### config.mk
export PLATFORM = sky130hd
export DESIGN_NAME = point_list_store_top
export DESIGN_NICKNAME = d
export VERILOG_FILES = /design/src/rtl/pls_pkg.sv /design/src/rtl/point_list_store_top.sv
export SDC_FILE = /design/constraint.sdc
export NUM_CORES = 2
export LEC_CHECK = 0
export ABC_AREA = 1
export BUFFER_PORTS_ARGS = -buffer_cell sky130_fd_sc_hd__buf_4
export CAP_MARGIN = 10
export CORE_MARGIN = 1
export CORE_UTILIZATION = 58
export CTS_CLUSTER_DIAMETER = 60
export DETAILED_ROUTE_END_ITERATION = 6
export GPL_ROUTABILITY_DRIVEN = 0
export MAX_ROUTING_LAYER = met4
export PLACE_DENSITY_LB_ADDON = 0.3
export SKIP_CTS_REPAIR_TIMING = 1
export SYNTH_ARGS = -nofsm -noshare
export SYNTH_HDL_FRONTEND = slang
export SYNTH_SLANG_ARGS = --single-unit
### constraint.sdc
create_clock -name clock -period 7.6 [get_ports clock]
set_input_delay 0 -clock clock [delete_from_list [all_inputs] [get_ports clock]]
set_output_delay 0 -clock clock [all_outputs]
set_load 0.05 [all_outputs]
### src/rtl/pls_pkg.sv
package pls_pkg;

   // Field widths of the item formats
   localparam int OP_W     = 3;
   localparam int STATUS_W = 2;
   localparam int FIELD_W  = 16;
   localparam int ENTRY_W  = 7;
   localparam int R2_W     = 2 * FIELD_W;

   // Request operation codes (codes six and seven act as no-ops)
   typedef enum logic [OP_W-1:0] {
      OP_INSERT       = 3'd0,
      OP_REMOVE_FRONT = 3'd1,
      OP_REMOVE_MATCH = 3'd2,
      OP_RADIUS       = 3'd3,
      OP_MEMBER       = 3'd4,
      OP_COUNT        = 3'd5
   } op_type;

   // Response status codes
   typedef enum logic [STATUS_W-1:0] {
      ST_OK   = 2'd0,
      ST_MISS = 2'd1,
      ST_FULL = 2'd2
   } status_type;

   // Controller states
   typedef enum logic [2:0] {
      S_IDLE,
      S_EMIT,
      S_FIND,
      S_SHIFT,
      S_RADIUS
   } state_type;

endpackage

### src/rtl/point_list_store_top.sv
// Ordered point list, newest first, held in one point memory.
// Request channel (req_*): one item per operation; tuser carries the op code,
// tdata the point and radius. Response channel (rsp_*): tuser carries status,
// tdata the point and the entry count, tlast marks the final item of a request.
// Every request gives one response item, except a radius query with hits,
// which gives one item per hit in list order.
// Timing: a request is taken only while the controller is idle.
//   insert, remove front, count, no-op: the emit state loads the item.
//   member / remove match: one memory read per entry, newest first. Remove
//   match then moves the newer entries down one slot each, one read and one
//   write per cycle. The emit state then loads the response item.
//   radius query: one entry per cycle through read, square and compare
//   stages, while the receiver takes the response items.
// The next request is taken in the cycle after the final response item
// is loaded. A stalled receiver holds the response register; the radius
// scan freezes until the item is taken, and a request taken meanwhile
// waits in its last step.
// Reset empties the list; memory contents are not cleared.
module point_list_store_top #(
   parameter int DEPTH      = 64,
   parameter int COORD_BITS = 16
) (
   input  logic        clock,
   input  logic        reset,
   input  logic        req_tvalid,
   output logic        req_tready,
   input  logic [47:0] req_tdata,   // coord_x[15:0], coord_y[31:16], radius[47:32]
   input  logic [2:0]  req_tuser,   // op[2:0]
   output logic        rsp_tvalid,
   input  logic        rsp_tready,
   output logic [39:0] rsp_tdata,   // point_x[15:0], point_y[31:16], entries[38:32], zero
   output logic [1:0]  rsp_tuser,   // status[1:0]
   output logic        rsp_tlast
);

   localparam int CB     = COORD_BITS;
   localparam int PT_W   = 2 * CB;
   localparam int ADDR_W = $clog2(DEPTH);
   localparam int CNT_W  = $clog2(DEPTH + 1);
   localparam int SQ_W   = 2 * CB;
   localparam int CMP_W  = (SQ_W + 1 > pls_pkg::R2_W) ? SQ_W + 1 : pls_pkg::R2_W;
   localparam int FW     = pls_pkg::FIELD_W;

   // Control registers
   pls_pkg::state_type  state_ff, state_in;
   logic [CNT_W-1:0]    count_ff, count_in;
   logic                is_remove_ff, is_remove_in;
   logic [ADDR_W-1:0]   addr_ff, addr_in;
   logic [CNT_W-1:0]    left_ff, left_in;
   logic                s1_valid_ff, s1_valid_in;
   logic                s2_valid_ff, s2_valid_in;
   logic                pend_valid_ff, pend_valid_in;
   logic                rsp_valid_ff, rsp_valid_in;

   // Payload registers
   logic [PT_W-1:0]        pt_ff, pt_in;
   logic [pls_pkg::R2_W-1:0] r2_ff, r2_in;
   logic [ADDR_W-1:0]      s1_idx_ff, s1_idx_in;
   logic [PT_W-1:0]        s2_pt_ff, s2_pt_in;
   logic [SQ_W-1:0]        sqx_ff, sqx_in;
   logic [SQ_W-1:0]        sqy_ff, sqy_in;
   logic [PT_W-1:0]        pend_pt_ff, pend_pt_in;
   pls_pkg::status_type    emit_status_ff, emit_status_in;
   pls_pkg::status_type    rsp_status_ff;
   logic [FW-1:0]          rsp_x_ff, rsp_y_ff;
   logic                   rsp_last_ff;
   logic [pls_pkg::ENTRY_W-1:0] rsp_entries_ff;

   // Point memory, {y, x} per entry, physical 0 is the oldest point
   logic [PT_W-1:0]   mem_ram [DEPTH];
   logic [PT_W-1:0]   rd_data_ff;
   logic              mem_we;
   logic [ADDR_W-1:0] mem_waddr;
   logic [PT_W-1:0]   mem_wdata;
   logic              mem_re;
   logic [ADDR_W-1:0] mem_raddr;

   // Response load
   logic                out_load;
   pls_pkg::status_type out_status;
   logic [PT_W-1:0]     out_pt;
   logic                out_last;

   // Request decode
   logic [FW-1:0]     req_x, req_y, req_r;
   logic [PT_W-1:0]   req_pt;
   logic              req_accept;
   logic              out_free;

   // Radius datapath
   logic [CB-1:0]     rd_x, rd_y, mag_x, mag_y;
   logic              in_radius;

   assign req_x      = req_tdata[15:0];
   assign req_y      = req_tdata[31:16];
   assign req_r      = req_tdata[47:32];
   assign req_pt     = {CB'(req_y), CB'(req_x)};
   assign req_tready = (state_ff == pls_pkg::S_IDLE);
   assign req_accept = req_tvalid && req_tready;
   assign out_free   = !rsp_valid_ff || rsp_tready;

   assign rd_x  = rd_data_ff[CB-1:0];
   assign rd_y  = rd_data_ff[PT_W-1:CB];
   assign mag_x = rd_x[CB-1] ? (~rd_x + CB'(1)) : rd_x;
   assign mag_y = rd_y[CB-1] ? (~rd_y + CB'(1)) : rd_y;
   assign in_radius = (CMP_W'(sqx_ff) + CMP_W'(sqy_ff)) <= CMP_W'(r2_ff);

   // Next state and datapath control
   always_comb begin
      state_in       = state_ff;
      count_in       = count_ff;
      is_remove_in   = is_remove_ff;
      addr_in        = addr_ff;
      left_in        = left_ff;
      s1_valid_in    = s1_valid_ff;
      s2_valid_in    = s2_valid_ff;
      pend_valid_in  = pend_valid_ff;
      pt_in          = pt_ff;
      r2_in          = r2_ff;
      s1_idx_in      = s1_idx_ff;
      s2_pt_in       = s2_pt_ff;
      sqx_in         = sqx_ff;
      sqy_in         = sqy_ff;
      pend_pt_in     = pend_pt_ff;
      emit_status_in = emit_status_ff;
      mem_we         = 1'b0;
      mem_waddr      = ADDR_W'(count_ff);
      mem_wdata      = req_pt;
      mem_re         = 1'b0;
      mem_raddr      = addr_ff;
      out_load       = 1'b0;
      out_status     = pls_pkg::ST_OK;
      out_pt         = '0;
      out_last       = 1'b1;

      case (state_ff)
         pls_pkg::S_IDLE: begin
            if (req_accept) begin
               pt_in          = req_pt;
               emit_status_in = pls_pkg::ST_OK;
               state_in       = pls_pkg::S_EMIT;
               case (req_tuser)
                  pls_pkg::OP_INSERT: begin
                     if (count_ff == CNT_W'(DEPTH)) begin
                        emit_status_in = pls_pkg::ST_FULL;
                     end else begin
                        mem_we   = 1'b1;
                        count_in = count_ff + CNT_W'(1);
                     end
                  end
                  pls_pkg::OP_REMOVE_FRONT: begin
                     if (count_ff == '0) begin
                        emit_status_in = pls_pkg::ST_MISS;
                     end else begin
                        count_in = count_ff - CNT_W'(1);
                     end
                  end
                  pls_pkg::OP_REMOVE_MATCH, pls_pkg::OP_MEMBER: begin
                     is_remove_in = (req_tuser == pls_pkg::OP_REMOVE_MATCH);
                     addr_in      = ADDR_W'(count_ff - CNT_W'(1));
                     left_in      = count_ff;
                     s1_valid_in  = 1'b0;
                     state_in     = pls_pkg::S_FIND;
                  end
                  pls_pkg::OP_RADIUS: begin
                     r2_in         = pls_pkg::R2_W'(req_r) * pls_pkg::R2_W'(req_r);
                     addr_in       = ADDR_W'(count_ff - CNT_W'(1));
                     left_in       = count_ff;
                     s1_valid_in   = 1'b0;
                     s2_valid_in   = 1'b0;
                     pend_valid_in = 1'b0;
                     state_in      = pls_pkg::S_RADIUS;
                  end
                  default: begin
                     emit_status_in = pls_pkg::ST_OK;
                  end
               endcase
            end
         end

         // Single response item
         pls_pkg::S_EMIT: begin
            if (out_free) begin
               out_load   = 1'b1;
               out_status = emit_status_ff;
               state_in   = pls_pkg::S_IDLE;
            end
         end

         // Linear search in list order (newest first), one entry per cycle
         pls_pkg::S_FIND: begin
            if (left_ff != '0) begin
               mem_re    = 1'b1;
               addr_in   = addr_ff - ADDR_W'(1);
               left_in   = left_ff - CNT_W'(1);
               s1_idx_in = addr_ff;
            end
            s1_valid_in = (left_ff != '0);
            if (s1_valid_ff && rd_data_ff == pt_ff) begin
               s1_valid_in = 1'b0;
               if (is_remove_ff) begin
                  addr_in  = s1_idx_ff + ADDR_W'(1);
                  left_in  = count_ff - CNT_W'(1) - CNT_W'(s1_idx_ff);
                  state_in = pls_pkg::S_SHIFT;
               end else begin
                  emit_status_in = pls_pkg::ST_OK;
                  state_in       = pls_pkg::S_EMIT;
               end
            end else if (left_ff == '0 && !s1_valid_ff) begin
               emit_status_in = pls_pkg::ST_MISS;
               state_in       = pls_pkg::S_EMIT;
            end
         end

         // Close the gap: entry i+1 moves to i
         pls_pkg::S_SHIFT: begin
            if (left_ff != '0) begin
               mem_re    = 1'b1;
               addr_in   = addr_ff + ADDR_W'(1);
               left_in   = left_ff - CNT_W'(1);
               s1_idx_in = addr_ff;
            end
            s1_valid_in = (left_ff != '0);
            if (s1_valid_ff) begin
               mem_we    = 1'b1;
               mem_waddr = s1_idx_ff - ADDR_W'(1);
               mem_wdata = rd_data_ff;
            end
            if (left_ff == '0 && !s1_valid_ff) begin
               count_in       = count_ff - CNT_W'(1);
               emit_status_in = pls_pkg::ST_OK;
               state_in       = pls_pkg::S_EMIT;
            end
         end

         // Read, square, compare; one hit held back to mark the last item
         pls_pkg::S_RADIUS: begin
            if (out_free) begin
               if (left_ff != '0) begin
                  mem_re  = 1'b1;
                  addr_in = addr_ff - ADDR_W'(1);
                  left_in = left_ff - CNT_W'(1);
               end
               s1_valid_in = (left_ff != '0);
               s2_valid_in = s1_valid_ff;
               s2_pt_in    = rd_data_ff;
               sqx_in      = SQ_W'(mag_x) * SQ_W'(mag_x);
               sqy_in      = SQ_W'(mag_y) * SQ_W'(mag_y);
               if (s2_valid_ff && in_radius) begin
                  if (pend_valid_ff) begin
                     out_load = 1'b1;
                     out_pt   = pend_pt_ff;
                     out_last = 1'b0;
                  end
                  pend_pt_in    = s2_pt_ff;
                  pend_valid_in = 1'b1;
               end else if (left_ff == '0 && !s1_valid_ff && !s2_valid_ff) begin
                  out_load      = 1'b1;
                  out_status    = pend_valid_ff ? pls_pkg::ST_OK : pls_pkg::ST_MISS;
                  out_pt        = pend_valid_ff ? pend_pt_ff : '0;
                  pend_valid_in = 1'b0;
                  state_in      = pls_pkg::S_IDLE;
               end
            end
         end

         default: begin
            state_in = pls_pkg::S_IDLE;
         end
      endcase

      rsp_valid_in = out_load ? 1'b1 : (rsp_valid_ff && !rsp_tready);
   end

   // Control state
   always_ff @(posedge clock) begin
      if (reset) begin
         state_ff      <= pls_pkg::S_IDLE;
         count_ff      <= '0;
         is_remove_ff  <= 1'b0;
         addr_ff       <= '0;
         left_ff       <= '0;
         s1_valid_ff   <= 1'b0;
         s2_valid_ff   <= 1'b0;
         pend_valid_ff <= 1'b0;
         rsp_valid_ff  <= 1'b0;
      end else begin
         state_ff      <= state_in;
         count_ff      <= count_in;
         is_remove_ff  <= is_remove_in;
         addr_ff       <= addr_in;
         left_ff       <= left_in;
         s1_valid_ff   <= s1_valid_in;
         s2_valid_ff   <= s2_valid_in;
         pend_valid_ff <= pend_valid_in;
         rsp_valid_ff  <= rsp_valid_in;
      end
   end

   // Datapath registers
   always_ff @(posedge clock) begin
      pt_ff          <= pt_in;
      r2_ff          <= r2_in;
      s1_idx_ff      <= s1_idx_in;
      s2_pt_ff       <= s2_pt_in;
      sqx_ff         <= sqx_in;
      sqy_ff         <= sqy_in;
      pend_pt_ff     <= pend_pt_in;
      emit_status_ff <= emit_status_in;
      if (out_load) begin
         rsp_status_ff  <= out_status;
         rsp_x_ff       <= FW'($signed(out_pt[CB-1:0]));
         rsp_y_ff       <= FW'($signed(out_pt[PT_W-1:CB]));
         rsp_last_ff    <= out_last;
         rsp_entries_ff <= pls_pkg::ENTRY_W'(count_ff);
      end
   end

   // Point memory: one write and one registered read per cycle
   always_ff @(posedge clock) begin
      if (mem_we) begin
         mem_ram[mem_waddr] <= mem_wdata;
      end
      if (mem_re) begin
         rd_data_ff <= mem_ram[mem_raddr];
      end
   end

   assign rsp_tvalid = rsp_valid_ff;
   assign rsp_tdata  = {1'b0, rsp_entries_ff, rsp_y_ff, rsp_x_ff};
   assign rsp_tuser  = rsp_status_ff;
   assign rsp_tlast  = rsp_last_ff;

endmodule

==> impl_metrics.ini <==
[drt]
drtIter0Drc = 10547
dr.pass1.iters = 7
wl_met3_um = 33600
wl_per_cell_um = 24.7
top_layer_used = met4
vias = 79472
finalWirelength_um = 315000
post-route-drc-count = 0
avgViaCountPerCell = 6.24
ant_nets = 0
met2WireLength_um = 150000
drt-met1-wl_um = 114000

[yosys]
synth.avg_cell_area_um2 = 11.8
yosys.area.top_type = edfxtp_1
synth_area_um2 = 116000
async_flop_share_pct = 0
synth_ff_type = edfxtp_1
synth_warnings = 0
synth-seq-cells = 2345
ys_top_cells_by_area = edfxtp_1, fa_1, o21ai_0, nor2_1, ha_1
synth_cell_types = 66
synth_enable_flop_cells = 2317
synthCells = 9808
yosysSeqAreaShare_pct = 60.6
synth_top_area_share_pct = 60.1

[clock_network]
cts_made_buffers = 226
cts_max_level = 4
clock_path_buffers = 3
cts_tree = yes
clk_latency_ns = 0.89
root_buffer = clkbuf_16
numClockSinks = 2345
path_clk_slew_ns = 0.06

[sta]
setup_violations = 0
worst_slew_pin_slew_ns = 1.19
finalHoldViolations = 1
holdWs_ns = -0.0131
rsz0062_at_grt = yes
max_freq_mhz = 136
min_period_over_period_pct = 96.7
slew_headroom_pct = 20.8
fin_setup_tns_ns = 0
period_needed_ns = 7.35
layout_setup_ws_ns = 0.254
finalMaxSlewViolations = 0
clock-skew-final_ns = 0.107

[layout]
num-nets-final = 10825
nFillCells = 14225
fin_area_um2 = 129000
drive_gt1_share_pct = 8.04
area_delta_synth_final_pct = 11.1

[min_path]
hold_path_startpoint = req_tdata[34]
min_path_cells = 5
whs_endpoint = r2_ff[3]
hold_path_class = primary input to flip-flop

[grt]
grt_max_degree = 227
grt_pass1_wl_um = 467000
antenna_found_initial = 12
grt_pass1_vias = 77969
gr-total-overflow = 0
track_usage_pct = 31.5

[worst_setup_path]
worstPathArrival_ns = 7.91
reg2reg_setup_slack_ns = 0.25
regToRegStartpoint = rd_data_ff[17]
critPathLaunch = rd_data_ff[17]
path_class = flip-flop to flip-flop
crit_fanout = 9
required_ns = 8.16
setup.worst_path.start_class = flip-flop
r2r_cells = 27
reg2reg_to = sqy_ff[22]
cp-end-kind = flip-flop

[power_and_ir_drop]
power_leakage_nw = 48.1
ir_drop_mv = 1.10
power_density_nw_per_um2 = 422
p_total_mw = 54.3

[placement]
port_buffers = 98
detailed_place_hpwl_um = 190000
dpl_cell_area_um2 = 120000
dp_slack_ns = -0.0322

[die]
die_h_um = 449
rows = 163
initial_core_util_pct = 58.5
die_w_um = 449
die_area_um2 = 201000
core_um2 = 198000
ioPinCount = 100

[run_status]
violations = hold timing
outcome = complete, but fails checks

[flow_run]
maxCapViolCount = 0
## state kept, by name, indices dropped and copies added, names as in the netlist, 2 cells and up
| signal | flops |
|---|---|
| mem_ram | 2048 |
| rsp_tuser | 2 |
| rsp_x_ff | 16 |
| rsp_entries_ff | 7 |
| sqx_ff | 30 |
| pend_pt_ff | 32 |
| count_ff | 7 |
| pt_ff | 32 |
| r2_ff | 31 |
| s1_idx_ff | 6 |
| sqy_ff | 30 |
| addr_ff | 6 |
| left_ff | 7 |
| emit_status_ff | 2 |
| rsp_y_ff | 16 |
| state_ff | 3 |
| s2_pt_ff | 32 |
| rd_data_ff | 32 |
## synth_stat cells, drive strengths merged, types with 15 or more instances
| master | count |
|---|---|
| nor3 | 39 |
| nor2 | 1411 |
| nand3 | 223 |
| xor2 | 128 |
| buf | 127 |
| nor4 | 17 |
| o211ai | 80 |
| o21ai | 1184 |
| nand4 | 89 |
| dfxtp | 28 |
| a21o | 15 |
| or2 | 17 |
| o22ai | 329 |
| a31oi | 44 |
| nand2 | 891 |
| a32o | 29 |
| edfxtp | 2317 |
| a21oi | 256 |
| ha | 378 |
| inv | 1017 |
| o221ai | 191 |
| xnor2 | 57 |
| clkbuf | 392 |
| fa | 491 |
## placed cells by master (no fill, tap or decap), types with 23 or more instances in the layout
cell              n
o22ai_1         329
clkbuf_16       228
a21oi_1         251
ha_1            378
nor3_1           34
bufinv_16        25
buf_4           277
a32o_1           29
a31oi_1          44
nor2_4           70
fa_1            491
o21ai_0        1134
nand3_1         214
nand2_1         884
edfxtp_1       2317
xnor2_1          57
dfxtp_1          23
dlygate4sd3_1    74
inv_1           993
nor2_1         1329
o21ai_4          31
o221ai_1        191
o211ai_1         78
clkinv_1         60
clkbuf_1         41
xor2_1          127
conb_1           25
clkinv_2         36
nand4_1          89
## where the power goes
part	switching [mW]	internal [mW]	leakage, nW
logic	17.5	9.57	23.4
clock network	4.93	6.41	3.64
registers	0.267	15.6	21.1
## how the worst max path moves through the flow
stage | slack (ns) | to | depth (start not counted)
6_report | 0.25 | sqy_ff[22] | 27
5_1_grt | -0.10 | sqx_ff[29] | 29
4_1_cts | -0.05 | sqx_ff[29] | 31
3_5_place_dp | -0.03 | sqx_ff[29] | 32
3_3_place_gp | 0.28 | sqx_ff[29] | 32
2_1_floorplan | 0.07 | rd_data_ff[0] | 6
## cell families after synthesis
kind of cell	count (synthesis)	share of synthesized area (%)
multiplexers	1	0.00865
AO/OA/AOI/OAI	2171	10.9
flip-flops	2345	60.6
XOR/XNOR	185	1.40
buffers and inverters	1545	5.16
other	2	0.00649
AND/OR/NAND/NOR	2690	9.41
adder cells (fa/ha/maj)	869	12.6
## stage by stage
| stage | hold WS, ns | util [%] | cells |
|---|---|---|---|
| detailed placement | 0.190 | 60.8 | 12233 |
| global placement | 0.190 | 60.8 | 12233 |
| global route | 0.00404 | 65.0 | 12744 |
| floorplan | 0.0989 | - | 9831 |
| finish | -0.0131 | 65.0 | 12746 |
| CTS | -0.714 | 64.6 | 12656 |
## critical path: stages, from the launching register on
cell	delay, ns
edfxtp_1	0.48
inv_1	0.21
ha_1	0.17
inv_1	0.05
nor2_1	0.11
inv_2	0.08
a22oi_1	0.40
clkinv_1	0.47
nand2_1	0.24
fa_1	0.48
fa_1	0.55
inv_1	0.05
fa_1	0.48
fa_1	0.50
fa_1	0.49
inv_1	0.05
fa_1	0.47
inv_1	0.04
ha_1	0.33
a21oi_1	0.25
inv_1	0.08
a21oi_1	0.11
o21ai_0	0.14
a21oi_2	0.19
inv_1	0.06
a21oi_1	0.25
o21ai_0	0.16
xor2_1	0.18
## layout make-up
cell class | instances | area, um^2 | area share [%]
clock buffer | 271 | 5890 | 4.58
inverter | 1026 | 3880 | 3.02
clock inverter | 152 | 1660 | 1.29
sequential | 2345 | 70200 | 54.5
antenna | 10 | 25.0 | 0.0195
tap | 2640 | 3300 | 2.57
multi-input combinational | 5941 | 40700 | 31.6
timing repair buffer | 361 | 3020 | 2.35
## layer usage
layer,up-vias,global-route usage [%]
li1,34717,-
met1,38811,39.7
met2,4954,49.8
met3,990,5.70
met4,0,14.6
met5,-,-
Power figures use the tool's default switching activity.
